### src/bcm_pkg.sv
// Shared types and constants of the bristle color mixer.
`timescale 1ns / 1ps

package bcm_pkg;

    // Fixed field widths
    localparam int COLOR_W    = 8;
    localparam int BRISTLE_W  = 8;
    localparam int STEP_W     = 16;
    localparam int ALPHA_W    = 8;
    localparam int STRENGTH_W = 16;
    localparam int ARGB_W     = 32;

    // Blend weight is a fraction over 2**WEIGHT_SHIFT
    localparam int WEIGHT_SHIFT = 16;

    // Configuration register map
    localparam int CFG_IDX_W = 2;
    localparam int CFG_DATA_W = 32;
    localparam logic [CFG_IDX_W-1:0] CFG_MIX_STRENGTH    = 2'd0;
    localparam logic [CFG_IDX_W-1:0] CFG_MIN_ALPHA       = 2'd1;
    localparam logic [CFG_IDX_W-1:0] CFG_MIX_START_STEP  = 2'd2;
    localparam logic [CFG_IDX_W-1:0] CFG_BACKGROUND_ARGB = 2'd3;

    // Configuration reset values
    localparam logic [STRENGTH_W-1:0] MIX_STRENGTH_RST   = 16'd786;
    localparam logic [ALPHA_W-1:0]    MIN_ALPHA_RST      = 8'd20;
    localparam logic [STEP_W-1:0]     MIX_START_STEP_RST = 16'd5;
    localparam logic [ARGB_W-1:0]     BACKGROUND_RST     = 32'd0;

    // Request kinds on the input stream
    localparam logic REQ_LOAD   = 1'b0;
    localparam logic REQ_SAMPLE = 1'b1;

    // Queue between front and back
    localparam int QUEUE_DEPTH = 4;
    localparam int QPTR_W      = 2;
    localparam int QCNT_W      = 3;

    // Operation the back end carries out
    typedef enum logic [1:0] {
        OP_LOAD,
        OP_KEEP,
        OP_MIX
    } t_op;

    typedef struct packed {
        t_op                  op;
        logic [BRISTLE_W-1:0] bristle;
        logic [COLOR_W-1:0]   red;
        logic [COLOR_W-1:0]   green;
        logic [COLOR_W-1:0]   blue;
    } t_cmd;

    typedef struct packed {
        logic full;
        logic empty;
    } t_q_status;

endpackage

### src/bcm_front.sv
// Front end: accepts items, drops out-of-range bristles and decides load, keep or mix.
`timescale 1ns / 1ps

module bcm_front #(
    parameter int BRISTLE_COUNT = 256
) (
    input  logic                               i_clk,
    input  logic                               i_rst_n,
    input  logic                               i_valid,
    output logic                               o_ready,
    input  logic                               i_req_type,
    input  logic [bcm_pkg::BRISTLE_W-1:0]      i_bristle_index,
    input  logic [bcm_pkg::STEP_W-1:0]         i_step_index,
    input  logic [bcm_pkg::ALPHA_W-1:0]        i_step_alpha,
    input  logic [bcm_pkg::ALPHA_W-1:0]        i_sample_alpha,
    input  logic [bcm_pkg::COLOR_W-1:0]        i_sample_red,
    input  logic [bcm_pkg::COLOR_W-1:0]        i_sample_green,
    input  logic [bcm_pkg::COLOR_W-1:0]        i_sample_blue,
    input  logic [bcm_pkg::ALPHA_W-1:0]        i_min_alpha,
    input  logic [bcm_pkg::STEP_W-1:0]         i_mix_start_step,
    input  logic [bcm_pkg::ARGB_W-1:0]         i_background_argb,
    input  bcm_pkg::t_q_status                 i_q_status,
    output logic                               o_push,
    output bcm_pkg::t_cmd                      o_cmd
);
    import bcm_pkg::*;

    logic                r_valid;
    t_cmd                r_cmd;
    t_cmd                n_cmd;
    logic                in_range;
    logic                mix;
    logic [ARGB_W-1:0]   argb;

    // Classify the incoming item
    always_comb begin
        in_range = {24'd0, i_bristle_index} < 32'(BRISTLE_COUNT);
        argb     = {i_sample_alpha, i_sample_red, i_sample_green, i_sample_blue};
        // a start step of zero behaves as one, so step zero never mixes
        mix      = (i_step_index >= i_mix_start_step) && (i_step_index != '0)
                   && (i_step_alpha >= i_min_alpha) && (i_sample_alpha != '0)
                   && (argb != i_background_argb);
        n_cmd.bristle = i_bristle_index;
        n_cmd.red     = i_sample_red;
        n_cmd.green   = i_sample_green;
        n_cmd.blue    = i_sample_blue;
        if (i_req_type == REQ_LOAD) begin
            n_cmd.op = OP_LOAD;
        end else if (mix) begin
            n_cmd.op = OP_MIX;
        end else begin
            n_cmd.op = OP_KEEP;
        end
    end

    assign o_ready = !r_valid || !i_q_status.full;
    assign o_push  = r_valid && !i_q_status.full;
    assign o_cmd   = r_cmd;

    // Hold the classified item until the queue takes it
    always_ff @(posedge i_clk) begin
        if (!i_rst_n) begin
            r_valid <= 1'b0;
        end else if (o_ready) begin
            r_valid <= i_valid && in_range;
        end
        if (o_ready && i_valid) begin
            r_cmd <= n_cmd;
        end
    end

endmodule

### config.mk
export PLATFORM = sky130hd
export DESIGN_NAME = bcm_front
export DESIGN_NICKNAME = d
export VERILOG_FILES = /design/src/bcm_pkg.sv /design/src/bcm_front.sv
export SDC_FILE = /design/constraint.sdc
export NUM_CORES = 1
export LEC_CHECK = 0
export ABC_AREA = 1
export BUFFER_PORTS_ARGS = -buffer_cell sky130_fd_sc_hd__buf_2
export CORE_UTILIZATION = 41
export DETAILED_ROUTE_END_ITERATION = 10
export GPL_TIMING_DRIVEN = 0
export PLACE_DENSITY = 0.77
export SETUP_SLACK_MARGIN = 0.1
export SLEW_MARGIN = 40
export SYNTH_ARGS = -nofsm -noshare
export SYNTH_HDL_FRONTEND = slang
export SYNTH_SLANG_ARGS = --single-unit
### constraint.sdc
create_clock -name i_clk -period 3.3 [get_ports i_clk]
set_input_delay 0.33 -clock i_clk [delete_from_list [all_inputs] [get_ports i_clk]]
set_output_delay 0.33 -clock i_clk [all_outputs]
set_load 0.01 [all_outputs]
==> impl_summary.txt <==
----------------------------------------------------
[Drt]
  Router iterations before antenna repair ... 4
  DR WL/cell ... 10.7 µm
  First-iteration detailed-routing DRC count ... 33
  Post-DR vias/cell ... 4.50
  Residual DRC ... 0
  Residual antenna-violating net count after detailed routing ... 0
  Total length of routed wires ... 5360 µm
  Total number of vias ... 2,248

[Timing]
  Slew Limit Fails ... 0
  Layout Skew ... 3.88 ps
  Setup ws final ... 1920 ps
  Setup tns final ... 0 ps
  Slew Limit Headroom ... 62.2%
  Measured slew at the worst slew-check pin ... 566 ps
  Final hold violations ... 0
  Setup-violating endpoint count in the final report ... 0
  Shortest period the worst path allows ... 1380 ps
  FMAX ... 725 MHz
  Post-route fraction of the period consumed by the critical path ... 41.8%
  RSZ-0062 raised after global routing ... no

[Yosys]
  Number of synthesis warnings ... 0
  Post-Syn Area ... 2280 µm²
  Count of state elements after synthesis ... 35
  Part of the Yosys area used for sequential elements ... 45.7%
  Avg Inst Size Synth ... 8.72 µm²
  Gate count after technology mapping ... 261
  Post-Synthesis Net Count ... 411
  Number of distinct library cells after synthesis ... 18

[Floorplanning]
  Die Y ... 76.5 µm
  Starting utilization of the core area ... 43.5%
  Io pins ... 162
  Width of the chip ... 76.5 µm
  Die footprint ... 5860 µm²
  Standard cell core area ... 5240 µm²
  Number of rows created at floorplan ... 26

[Global route]
  Maximum number of pins on one net before global-route repair ... 20
  Global-route wire length before repair ... 8760 µm
  Number of antenna violations at the first check in global routing ... 0
  Met2 Use GR ... 36.8%
  GR Util met3 ... 4.07%
  Busiest grt layer ... met2
  Global-route total usage across every layer ... 19.0%
  Met1 usage in global routing ... 20.0%
  Number of global-route vias before repair ... 2,146
  Remaining Overflow, GRT ... 0

[Critical path]
  Critical path origin ... r_valid
  Maximum fanout encountered on the critical timing path ... 19
  Terminus of the critical flop-to-flop path ... o_cmd[27]
  Element type at the critical path end ... register
  CP Launch Type ... register
  Critical path required time ... 3290 ps
  Reg2reg setup slack ... 1920 ps
  WP data arrival ... 1370 ps
  Worst R2R Path Depth ... 2
  Worst r2r src ... r_valid
  Capture point of the critical path ... o_cmd[27]
  Kind of critical path ... reg -> reg

[Placement]
  Placed instance area ... 3190 µm²
  Detailed placer's ending HPWL ... 4690 µm
  Number of instances in the placed design ... 492
  GPL Wtd Cong ... 0.761
  Setup slack after placement ... 1620 ps
  Count of input and output buffers ... 160

[Finish]
  Share of final-layout standard cells stronger than drive strength 1 ... 40.5%
  Area growth from synthesis to final layout ... 46.2%
  Utilization of the core after routing ... 63.5%
  Number of nets in the finished design ... 579
  Non-filler instance count after layout ... 500
  Final std cell area, no fill ... 3330 µm²
  Number of inserted diodes ... 0

[Pwr]
  Part of the power in registers ... 42.3%
  Leakage power ... 1.80 nW
  Worst vdd rail ir drop ... 0.272 mV
  Switching share of power ... 23.3%
  Design internal power ... 0.952 mW
  Relative contribution of the clock network to total power ... 36.4%
  Combinational share of power ... 21.3%
  Power per Cell Area ... 373 nW/µm²
  Psw ... 0.290 mW

[Clock tree]
  Clock-pin slew on the worst setup and hold paths ... 70 ps
  Later-pin clock latency in the skew report ... 280 ps
  Number of buffers added by the clock tree synthesis step ... 5
  Clock tree root buffer cell ... sky130_fd_sc_hd__clkbuf_8
  Setup fix buffers added after clock tree synthesis ... 0
  Hold-fix buffers, CTS ... 0
  Count of cells resized by post-cts repair ... 0
  Clock sink count ... 35
  Clock tree from TritonCTS ... done
  H-tree depth ... 2
  Buffer depth of the longest clock path ... 2

[Job]
  Number of maximum-capacitance violations ... 0

[Outcome]
  Result of the run ... complete, no violations

[Worst hold path]
  Class of the most critical hold timing path ... in -> reg

----------------------------------------------------
## power by group through the flow
stage / combinational, mW / clock [mW] / sequential, mW
2_1_floorplan: 0.115 / 0 / 0.551
5_1_grt: 0.303 / 0.480 / 0.527
3_5_place_dp: 0.267 / 0 / 0.535
4_1_cts: 0.269 / 0.463 / 0.525
3_3_place_gp: 0.255 / 0 / 0.536
6_report: 0.265 / 0.452 / 0.525
## metal layers
layer  wire (µm)  vias up
met5           0        -
met4          90        0
met3         373        7
met2        2730      105
met1        2170      972
li1            -     1164
## synthesized netlist by cell type (all sizes together)
master | number | area (µm²)
nand2 | 72 | 270
nand3 | 1 | 5.00
inv | 53 | 199
nand4 | 5 | 37.5
edfxtp | 34 | 1020
nor2 | 27 | 106
a21boi | 1 | 7.51
o21a | 1 | 7.51
nor4 | 2 | 12.5
ha | 24 | 300
a21oi | 12 | 63.8
dfxtp | 1 | 20.0
xnor2 | 23 | 201
o21ai | 3 | 15.0
nor3 | 2 | 10.0
## critical path, cell delays in order (launching register included)
cell                      delay [ps]
sky130_fd_sc_hd__dfxtp_1         340
sky130_fd_sc_hd__a21oi_4         480
sky130_fd_sc_hd__buf_8           250
## layout make-up
cell class,instances,area (µm²)
tap,70,87.6
clock buffer,5,68.8
fill,468,1910
inverter,53,199
clock inverter,3,67.6
sequential,35,1040
timing repair buffer,161,816
multi-input combinational,173,1050
## metrics by stage
| step | hold slack [ps] | total power [mW] |
|---|---|---|
| floorplan | 429 | 0.666 |
| global placement | 486 | 0.791 |
| detailed placement | 510 | 0.802 |
| CTS | 214 | 1.26 |
| global route | 212 | 1.31 |
| finish | 225 | 1.24 |
## worst min path at each step
stage,slack (ps),cells past startpoint,start,endpoint
global placement,490,2,r_valid,r_valid
CTS,210,1,i_bristle_index[1],o_cmd[25]
floorplan,430,0,i_sample_blue[0],o_cmd[0]
global route,210,1,i_bristle_index[0],o_cmd[24]
detailed placement,510,1,i_bristle_index[1],o_cmd[25]
finish,230,1,i_bristle_index[1],o_cmd[25]
## placed cells by master, fill, tap and decap left out, types with 3 or more instances in the layout
master,count
sky130_fd_sc_hd__xnor2_1,23
sky130_fd_sc_hd__o21ai_0,3
sky130_fd_sc_hd__ha_1,24
sky130_fd_sc_hd__nor2_1,25
sky130_fd_sc_hd__edfxtp_1,34
sky130_fd_sc_hd__inv_1,53
sky130_fd_sc_hd__a21oi_1,10
sky130_fd_sc_hd__clkbuf_8,5
sky130_fd_sc_hd__nand4_1,4
sky130_fd_sc_hd__buf_2,160
sky130_fd_sc_hd__nand2_1,72
## registers in the layout, summed over array words and instances, names as in the netlist
signal,count
o_cmd,34
r_valid,1
## logic make-up (layout without fill, tap and decap cells)
group / count (synthesis) / after routing / share of synthesized area (%)
adders and majority gates: 24 / 24 / 13.2
buffers and inverters: 53 / 222 / 8.74
DFF: 35 / 35 / 45.7
and+or+nand+nor: 109 / 109 / 19.4
AOI/OAI and AO/OA: 17 / 17 / 4.12
xor gates and xnor gates: 23 / 23 / 8.85
(Power assumes the default switching activity.)
