<file path="src/bcm_pkg.sv">
// Shared types and constants of the bristle color mixer.
`timescale 1ns / 1ps

package bcm_pkg;

    // Fixed field widths
    localparam int COLOR_W    = 8;
    localparam int BRISTLE_W  = 8;
    localparam int STEP_W     = 16;
    localparam int ALPHA_W    = 8;
    localparam int STRENGTH_W = 16;
    localparam int ARGB_W     = 32;

    // Blend weight is a fraction over 2**WEIGHT_SHIFT
    localparam int WEIGHT_SHIFT = 16;

    // Configuration register map
    localparam int CFG_IDX_W = 2;
    localparam int CFG_DATA_W = 32;
    localparam logic [CFG_IDX_W-1:0] CFG_MIX_STRENGTH    = 2'd0;
    localparam logic [CFG_IDX_W-1:0] CFG_MIN_ALPHA       = 2'd1;
    localparam logic [CFG_IDX_W-1:0] CFG_MIX_START_STEP  = 2'd2;
    localparam logic [CFG_IDX_W-1:0] CFG_BACKGROUND_ARGB = 2'd3;

    // Configuration reset values
    localparam logic [STRENGTH_W-1:0] MIX_STRENGTH_RST   = 16'd786;
    localparam logic [ALPHA_W-1:0]    MIN_ALPHA_RST      = 8'd20;
    localparam logic [STEP_W-1:0]     MIX_START_STEP_RST = 16'd5;
    localparam logic [ARGB_W-1:0]     BACKGROUND_RST     = 32'd0;

    // Request kinds on the input stream
    localparam logic REQ_LOAD   = 1'b0;
    localparam logic REQ_SAMPLE = 1'b1;

    // Queue between front and back
    localparam int QUEUE_DEPTH = 4;
    localparam int QPTR_W      = 2;
    localparam int QCNT_W      = 3;

    // Operation the back end carries out
    typedef enum logic [1:0] {
        OP_LOAD,
        OP_KEEP,
        OP_MIX
    } t_op;

    typedef struct packed {
        t_op                  op;
        logic [BRISTLE_W-1:0] bristle;
        logic [COLOR_W-1:0]   red;
        logic [COLOR_W-1:0]   green;
        logic [COLOR_W-1:0]   blue;
    } t_cmd;

    typedef struct packed {
        logic full;
        logic empty;
    } t_q_status;

endpackage

</file>
<file path="src/bcm_queue.sv">
// Short command queue between the front and back ends.
`timescale 1ns / 1ps

module bcm_queue (
    input  logic               i_clk,
    input  logic               i_rst_n,
    input  logic               i_push,
    input  bcm_pkg::t_cmd      i_cmd,
    input  logic               i_pop,
    output bcm_pkg::t_cmd      o_head,
    output bcm_pkg::t_q_status o_status
);
    import bcm_pkg::*;

    t_cmd              r_slot [QUEUE_DEPTH];
    logic [QPTR_W-1:0] r_wr_ptr;
    logic [QPTR_W-1:0] r_rd_ptr;
    logic [QCNT_W-1:0] r_count;

    assign o_head         = r_slot[r_rd_ptr];
    assign o_status.full  = r_count == QCNT_W'(QUEUE_DEPTH);
    assign o_status.empty = r_count == '0;

    // Store pushed items
    always_ff @(posedge i_clk) begin
        if (i_push) begin
            r_slot[r_wr_ptr] <= i_cmd;
        end
    end

    // Advance pointers and occupancy
    always_ff @(posedge i_clk) begin
        if (!i_rst_n) begin
            r_wr_ptr <= '0;
            r_rd_ptr <= '0;
            r_count  <= '0;
        end else begin
            if (i_push) begin
                r_wr_ptr <= r_wr_ptr + 1'b1;
            end
            if (i_pop) begin
                r_rd_ptr <= r_rd_ptr + 1'b1;
            end
            case ({i_push, i_pop})
                2'b10:   r_count <= r_count + 1'b1;
                2'b01:   r_count <= r_count - 1'b1;
                default: r_count <= r_count;
            endcase
        end
    end

endmodule

</file>
<file path="config.mk">
export PLATFORM = sky130hd
export DESIGN_NAME = bcm_queue
export DESIGN_NICKNAME = d
export VERILOG_FILES = /design/src/bcm_pkg.sv /design/src/bcm_queue.sv
export SDC_FILE = /design/constraint.sdc
export NUM_CORES = 1
export LEC_CHECK = 0
export BUFFER_PORTS_ARGS = -buffer_cell sky130_fd_sc_hd__buf_2
export CAP_MARGIN = 20
export CORE_MARGIN = 8
export CORE_UTILIZATION = 45
export DETAILED_ROUTE_END_ITERATION = 7
export PLACE_DENSITY = 0.62
export SYNTH_ARGS = -nofsm -noshare
export SYNTH_HDL_FRONTEND = slang
export SYNTH_SLANG_ARGS = --single-unit
export TNS_END_PERCENT = 50
</file>
<file path="constraint.sdc">
create_clock -name i_clk -period 2.8 [get_ports i_clk]
set_input_delay 0.28 -clock i_clk [delete_from_list [all_inputs] [get_ports i_clk]]
set_output_delay 0.28 -clock i_clk [all_outputs]
set_load 0.005 [all_outputs]
</file>
==> flow_metrics.tcl, run 1 <==
set metrics [dict create \
    outcome "finished, final reports clean" \
    dr_total_vias 2484 \
    endpoint_kind "output pin" \
    critical_path.endpoint "o_head[21]" \
    io_buffers 73 \
    holdCritPathClass "in -> reg" \
    totalWireLength_um 9670 \
    multi_input_area_um2 1030 \
    overflow 0 \
    drc_errors 0 \
    maxSlewHeadroom 0.726 \
    io_pins 74 \
    avgSynthCellArea_um2 24.1 \
    antenna_found_initial 1 \
    grt_pass1_wl_um 15100 \
    globalRouteTotalUtil 0.129 \
    crit_type "reg -> out" \
    ctsHoldBuffers 0 \
    area_delta_synth_final_pct 21.4 \
    skew_ns 0.00929 \
    die_h_um 126 \
    grt_max_degree 28 \
    rows 40 \
    first_pass_iters 6 \
    tns_ns 0 \
    setup_viol 0 \
    cp_slowest_cell "dfxtp_2" \
    period_share 0.808 \
    slowest_delay_ns 0.57 \
    seq_area_frac_synth 0.789 \
    first_iter_violations 203 \
    die_w_um 126 \
    cts_buffers 17 \
    post_cts_buffers 0 \
    crit_chain "buf_4, mux4_2, buf_2" \
    timing.rr.end "r_slot[3][28]$_DFFE_PP_" \
    fin_crit_ns 2.26 \
    worst_r2r_startpoint "r_wr_ptr[0]$_SDFFE_PN0P_" \
    reg2reg_setup_slack_ns 1.17 \
    cp-start-kind "flip-flop" \
    ys_warn_count 0 \
    grt_pass1_vias 2734 \
    maxCapViolations 0 \
    drive_gt1_frac 0.449 \
    syn_nets 268 \
    slew_viol_final 0 \
    diodes 0 \
    critPathArrivalTime_ns 1.98 \
    fin_nets 363 \
    cp_data_required_time_ns 2.52 \
    ir_drop_uv 713 \
    viasPerCell 5.19 \
    clk_latency_ns 0.41 \
    gp_congestion 0.644 \
    cts.sinks 145 \
    core-area_um2 11900 \
    start_util 0.456 \
    worstMarginPinSlew_ns 0.411 \
    final-seq-area_um2 4270 \
    grt_setup_unrepaired "false" \
    leakage_uw 0.00229 \
    postRouteAntennaNets 0 \
    p_per_area_nw_per_um2 790 \
    h-tree-depth 4 \
    syn_inst 224 \
    wl_per_cell_um 20.2 \
    cts_tree "yes" \
    dieArea_um2 15800 \
    fillers 926 \
    hpwlAfterDp_um 6280 \
    hold_viol 0 \
    clockBufferDepth 2 \
    ys_ff_latch 145 \
    path_max_fanout 11 \
    syn_area_um2 5410 \
    cts_resized 0 \
    clk_pin_slew_ns 0.06 \
    yosysUniqueCellTypes 22 \
    total_power_uw 5190 \
    rr_worst_depth 3 \
    clock.fmax_mhz 442 \
    cts_root_buffer "clkbuf_16" \
]
## state kept, by name, indices dropped and copies added (netlist names), named ones only
register and count:
r_slot 136, r_count 3, r_rd_ptr 2, r_wr_ptr 2
## per-stage QoR
stage	util	setup slack, ns	instance area [µm²]	hold slack (ns)	std cells
final	0.553	0.536	6560	0.0838	479
after global routing	0.553	0.406	6560	0.0706	479
after CTS	0.553	0.476	6560	0.0719	479
after detailed placement	0.503	0.913	5970	0.499	447
after global placement	0.503	0.909	5970	0.493	447
after floorplan	-	1.03	5410	0.379	224
## metal layers
layer,vias to the layer above,share of wire,wire length (µm),global-route usage
met5,-,0.0010,10,0
met4,2,0.0096,93,0.0559
met3,8,0.047,455,0.0467
met2,62,0.52,5050,0.218
met1,1294,0.42,4070,0.145
li1,1118,-,-,-
## cell usage in the layout (no fill, tap or decap)
cell type,instances
inv_6,1
xor2_1,3
and2_2,4
nand2_1,2
and3_1,1
and2_1,6
mux2i_1,1
clkinvlp_4,3
bufinv_16,3
o21ai_0,2
inv_1,6
clkbuf_16,17
edfxtp_1,136
dfxtp_2,2
clkinv_2,2
ha_1,5
clkinv_1,2
dfxtp_1,7
buf_2,73
xnor2_1,2
clkbuf_1,1
or3_1,1
buf_12,1
fa_1,1
nor3_1,1
clkinv_4,3
buf_4,10
nor2b_1,1
mux4_2,30
a21boi_0,1
mux4_1,4
## critical path, delay by kind of cell (launching register included)
kind                   cells  cell delay (ns)
flip-flops                 1             0.57
buffers and inverters      2             0.45
multiplexers               1             0.56
## power breakdown
part,switching [µW],internal (µW)
logic,205,223
clock network,833,1400
registers,42.1,2490
## cell usage after synthesis
| cell type | number | share of area |
|---|---|---|
| buf_12 | 3 | 0.011 |
| mux2i_1 | 1 | 0.0019 |
| mux4_2 | 30 | 0.13 |
| a21boi_0 | 1 | 0.0014 |
| nor2b_1 | 1 | 0.0012 |
| fa_1 | 1 | 0.0037 |
| and2_1 | 10 | 0.012 |
| clkbuf_1 | 1 | 0.00069 |
| buf_2 | 3 | 0.0028 |
| xnor2_1 | 2 | 0.0032 |
| mux4_1 | 4 | 0.019 |
| nand2_1 | 2 | 0.0014 |
| nor3_1 | 1 | 0.00093 |
| ha_1 | 5 | 0.012 |
| dfxtp_1 | 9 | 0.033 |
| and3_1 | 1 | 0.0012 |
| o21ai_0 | 2 | 0.0019 |
| xor2_1 | 3 | 0.0049 |
| buf_6 | 1 | 0.0021 |
| inv_1 | 6 | 0.0042 |
| or3_1 | 1 | 0.0012 |
| edfxtp_1 | 136 | 0.76 |
## how the worst min path moves through the flow
stage / startpoint / slack (ns) / cells past startpoint / end
6_report: i_cmd[25] / 0.08 / 1 / r_slot[2][25]$_DFFE_PP_
4_1_cts: i_cmd[25] / 0.07 / 1 / r_slot[2][25]$_DFFE_PP_
3_5_place_dp: i_cmd[16] / 0.50 / 1 / r_slot[2][16]$_DFFE_PP_
3_3_place_gp: i_cmd[21] / 0.49 / 1 / r_slot[2][21]$_DFFE_PP_
5_1_grt: i_cmd[25] / 0.07 / 1 / r_slot[2][25]$_DFFE_PP_
2_1_floorplan: i_cmd[0] / 0.38 / 0 / r_slot[0][0]$_DFFE_PP_
## cell families after synthesis
kind of cell               after synthesis  synth area share
muxes                                   35             0.146
adders and majority gates                6            0.0153
AOI/OAI and AO/OA                        3           0.00324
DFF                                    145             0.789
buffers and inverters                   14            0.0208
and+or+nand+nor                         16            0.0174
xor gates and xnor gates                 5           0.00810
## layout make-up
cell class	instances	area share
Clock buffer	18	0.0654
Clock inverter	14	0.0252
Inverter	6	0.00343
Multi-Input combinational cell	65	0.158
Sequential cell	145	0.650
Tap cell	147	0.0280
Timing Repair Buffer	84	0.0702
No activity file was read; power rests on OpenSTA's default activity.
==> inputs of run 2 (changes only) <==
==> constraint.sdc (replaced) <==
create_clock -name i_clk -period 2.25 [get_ports i_clk]
set_input_delay 0.225 -clock i_clk [delete_from_list [all_inputs] [get_ports i_clk]]
set_output_delay 0.225 -clock i_clk [all_outputs]
set_load 0.005 [all_outputs]
==> flow_metrics.tcl, run 2 (synthesized netlist as in run 1, its figures left out) <==
set metrics [dict create \
    reg.largest.list "r_slot: 136 flops, r_count: 3 flops" \
    holdCritPathClass "in -> reg" \
    layout_commonest_cell "edfxtp_1" \
    area_delta_synth_final_pct 22.7 \
    worstMarginPinSlew_ns 0.487 \
    leakage_uw 0.00232 \
    p_per_area_nw_per_um2 1010 \
    drive_gt1_frac 0.453 \
    pre_cts_ws_ns 0.435 \
    cts_buffers 17 \
    h-tree-depth 4 \
    first_pass_iters 4 \
    totalWireLength_um 9590 \
    cts_tree "yes" \
    dieArea_um2 15800 \
    grt_max_degree 20 \
    rows 40 \
    start_util 0.456 \
    endpoint_kind "output pin" \
    dpl-instance-area_um2 5990 \
    largest-register "r_slot" \
    cts_root_buffer "clkbuf_16" \
    grt_setup_unrepaired "false" \
    clk_pin_slew_ns 0.06 \
    ir_drop_uv 766 \
    layout_setup_ws_ns 0.169 \
    post_cts_buffers 0 \
    tns_ns 0 \
    fin_crit_ns 2.08 \
    maxCapViolations 0 \
    hold_viol 0 \
    skew_ns 0.00810 \
    slew_viol_final 0 \
    cts_resized 1 \
    first_iter_violations 157 \
    ctsHoldBuffers 0 \
    wl_per_cell_um 20.0 \
    period_share 0.925 \
    viasPerCell 5.15 \
    io_pins 74 \
    gp_congestion 0.665 \
    die_w_um 126 \
    maxSlewHeadroom 0.675 \
    die_h_um 126 \
    grt_pass1_wl_um 15300 \
    setup_viol 0 \
    clock.fmax_mhz 481 \
    cts.sinks 145 \
    clockBufferDepth 2 \
    antenna_found_initial 1 \
    io_buffers 73 \
    core-area_um2 11900 \
    clk_latency_ns 0.40 \
    fin_nets 364 \
    finalInstanceArea_um2 6630 \
    cp_data_required_time_ns 2.03 \
    overflow 0 \
    cp-start-kind "flip-flop" \
    drc_errors 0 \
    postRouteAntennaNets 0 \
    crit_type "reg -> out" \
    layout_common_cells "edfxtp_1 (136), buf_2 (73), mux4_2 (30)" \
    outcome "finished, final reports clean" \
    grt_pass1_vias 2787 \
    critPathArrivalTime_ns 1.86 \
    path_max_fanout 16 \
    largest_reg_flops 136 \
    diodes 0 \
    globalRouteTotalUtil 0.131 \
    dr_total_vias 2472 \
    hpwlAfterDp_um 6260 \
]
## run 2: cell count changes in the layout (fill, tap and decap cells not counted), sizes merged
cell    change
buf         +1
bufinv      +2
clkinv      -2
## run 2: worst paths after layout
| check | startpoint | to | depth (start not counted) | slack [ns] |
|---|---|---|---|---|
| setup / recovery | flip-flop | o_head[8] | 3 | 0.17 |
| hold / removal | i_cmd[4] | r_slot[0][4]$_DFFE_PP_ | 1 | 0.03 |
| setup reg to reg | r_wr_ptr[0]$_SDFFE_PN0P_ | r_slot[0][23]$_DFFE_PP_ | 4 | 0.65 |
| hold reg to reg | r_count[2]$_SDFFE_PN0P_ | r_count[2]$_SDFFE_PN0P_ | 2 | 0.52 |
## run 2: layout make-up
cell class                      instances  area (µm²)
Fill cell                             900        5230
Sequential cell                       145        4270
Multi-Input combinational cell         65        1030
Timing Repair Buffer                   85         480
Clock buffer                           18         429
Clock inverter                         14         213
Tap cell                              147         184
Inverter                                6        22.5
## run 2: power by group
group          leakage, µW  total, µW  switching, µW  internal [µW]
logic             0.000690        537            256            282
clock network     0.000304       2990           1030           1960
registers          0.00132       3150           56.2           3090
total              0.00232       6680           1340           5340
## run 2: per-stage QoR
step / utilization / hold slack (ns) / total power (µW) / std cells
detailed placement: 0.505 / 0.442 / 3760 / 448
finish: 0.559 / 0.0333 / 6680 / 480
floorplan: - / 0.324 / 3510 / 224
global placement: 0.505 / 0.438 / 3750 / 448
global route: 0.559 / 0.0180 / 6920 / 480
CTS: 0.559 / 0.0118 / 6770 / 480
## run 2: worst max-delay path, cell delays in order, from the launching register on
cell	delay [ns]
dfxtp_2	0.63
buf_4	0.31
mux4_2	0.34
buf_2	0.15
## run 2: per-layer routing
metal	global-route usage	routed length (µm)	vias up
met2	0.213	4950	53
li1	-	-	1125
met1	0.152	4020	1281
met4	0.0516	65	2
met5	0	13	-
met3	0.0518	541	11
==> inputs of run 3 (changes only) <==
--- a/config.mk
+++ b/config.mk
@@ -7,10 +7,13 @@
 export LEC_CHECK = 0
 export BUFFER_PORTS_ARGS = -buffer_cell sky130_fd_sc_hd__buf_2
 export CAP_MARGIN = 20
+export CELL_PAD_IN_SITES_DETAIL_PLACEMENT = 1
+export CELL_PAD_IN_SITES_GLOBAL_PLACEMENT = 2
 export CORE_MARGIN = 8
-export CORE_UTILIZATION = 45
+export CORE_UTILIZATION = 44
 export DETAILED_ROUTE_END_ITERATION = 7
-export PLACE_DENSITY = 0.62
+export PLACE_DENSITY = 0.75
+export REMOVE_ABC_BUFFERS = 1
 export SYNTH_ARGS = -nofsm -noshare
 export SYNTH_HDL_FRONTEND = slang
 export SYNTH_SLANG_ARGS = --single-unit
==> flow_metrics.tcl, run 3 (synthesized netlist as in run 1, its figures left out) <==
set metrics [dict create \
    globalRouteTotalUtil 0.134 \
    slowest_delay_ns 0.62 \
    layout_commonest_cell "edfxtp_1" \
    largest_reg_flops 136 \
    p_per_area_nw_per_um2 984 \
    cp_data_required_time_ns 2.03 \
    maxCapViolations 0 \
    fin_crit_ns 2.04 \
    dr_total_vias 2515 \
    hpwlAfterDp_um 6500 \
    cp-start-kind "flip-flop" \
    endpoint_kind "output pin" \
    holdCritPathClass "in -> reg" \
    largest-register "r_slot" \
    reg2reg_setup_slack_ns 0.70 \
    worstMarginPinSlew_ns 0.440 \
    grt_pass1_vias 2841 \
    fillers 1076 \
    crit_type "reg -> out" \
    grt_max_degree 31 \
    cts_root_buffer "clkbuf_16" \
    first_pass_iters 4 \
    finalInstanceArea_um2 6640 \
    crit_cells 3 \
    die_w_um 127 \
    die_h_um 127 \
    postRouteAntennaNets 0 \
    h-tree-depth 4 \
    leakage_uw 0.00232 \
    diodes 0 \
    slew_viol_final 0 \
    setup_viol 0 \
    gp_congestion 0.662 \
    clockBufferDepth 2 \
    core-area_um2 12000 \
    ir_drop_uv 564 \
    rows 40 \
    wl_per_cell_um 21.2 \
    grt_pass1_wl_um 15700 \
    io_buffers 73 \
    dieArea_um2 16100 \
    crit_buf_inv 2 \
    totalWireLength_um 10200 \
    ctsHoldBuffers 3 \
    layout_setup_ws_ns 0.205 \
    crit_chain "buf_4, mux4_1, buf_2" \
    io_pins 74 \
    drc_errors 0 \
    path_max_fanout 17 \
    timing.rr.end "r_count[2]$_SDFFE_PN0P_" \
    hold_start "i_cmd[33]" \
    postLayoutCoreUtil 0.553 \
    skew_ns 0.00716 \
    clk_latency_ns 0.42 \
    fin_nets 365 \
    area_delta_synth_final_pct 22.8 \
    grt_setup_unrepaired "false" \
    first_iter_violations 130 \
    outcome "finished, final reports clean" \
    maxSlewHeadroom 0.707 \
    reg.largest.list "r_slot: 136 flops, r_count: 3 flops" \
    viasPerCell 5.23 \
    rr_worst_depth 5 \
    layout_common_cells "edfxtp_1 (136), buf_2 (73), mux4_2 (30)" \
    start_util 0.450 \
    worst_r2r_startpoint "r_count[0]$_SDFFE_PN0P_" \
    cp_top_family "multiplexers" \
    cts.sinks 145 \
    cts_buffers 17 \
    cp_slowest_cell "mux4_1" \
    drive_gt1_frac 0.434 \
    worstHoldEndpoint "r_slot[2][33]$_DFFE_PP_" \
    holdPathStages 1 \
    overflow 0 \
    critPathArrivalTime_ns 1.82 \
    antenna_found_initial 0 \
    multi_input_area_um2 1030 \
    clock.fmax_mhz 489 \
    post_cts_buffers 0 \
    hold_viol 0 \
    clk_pin_slew_ns 0.06 \
    period_share 0.909 \
    pre_cts_ws_ns 0.497 \
    cts_resized 0 \
    final-seq-area_um2 4270 \
    cts_tree "yes" \
    fin_hold_ws_ns 0.0235 \
    dpl-instance-area_um2 6010 \
]
## run 3: cell count changes in the layout (fill, tap and decap cells not counted), sizes merged, moves of 2 or more
cell / before / now
dlygate4sd3: 0 / 3
buf: 85 / 83
clkinv: 5 / 9
clkinvlp: 3 / 0
## run 3: worst register-to-register path: stages (launching register included)
cell and delay, ns:
dfxtp_1 0.36, inv_1 0.08, fa_1 0.44, xor2_1 0.16, or3_1 0.30, a21boi_0 0.15
## run 3: how the worst max path moves through the flow
stage | start | to | slack, ns
finish | flip-flop | o_head[27] | 0.21
global route | flip-flop | o_head[27] | 0.09
CTS | flip-flop | o_head[27] | 0.14
detailed placement | i_push | r_count[2]$_SDFFE_PN0P_ | 0.50
global placement | i_push | r_count[2]$_SDFFE_PN0P_ | 0.57
floorplan | flip-flop | o_head[17] | -0.17
## run 3: metal layers
layer	GRT usage	part of all wire	vias to the layer above	wire length (µm)
li1	-	-	1123	-
met1	0.158	0.43	1308	4410
met2	0.216	0.50	72	5070
met3	0.0432	0.053	12	536
met4	0.0672	0.018	0	182
met5	0	0	-	0
## run 3: layout make-up
cell class / instances / area share
multi-input combinational: 65 / 0.156
timing repair buffer: 86 / 0.0803
clock buffer: 19 / 0.0652
sequential: 145 / 0.643
inverter: 6 / 0.00339
tap: 147 / 0.0277
clock inverter: 13 / 0.0252
## run 3: metrics by stage
step	total power, µW	std cells	setup TNS, ns
floorplan	3480	216	-4.08
finish	6540	481	0
detailed placement	3770	446	0
global route	6750	481	0
global placement	3750	446	0
CTS	6630	481	0
## run 3: power by group
| group | switching, µW | total, µW | internal (µW) |
|---|---|---|---|
| combinational | 271 | 558 | 287 |
| clock | 1010 | 2840 | 1830 |
| sequential | 44.8 | 3140 | 3090 |
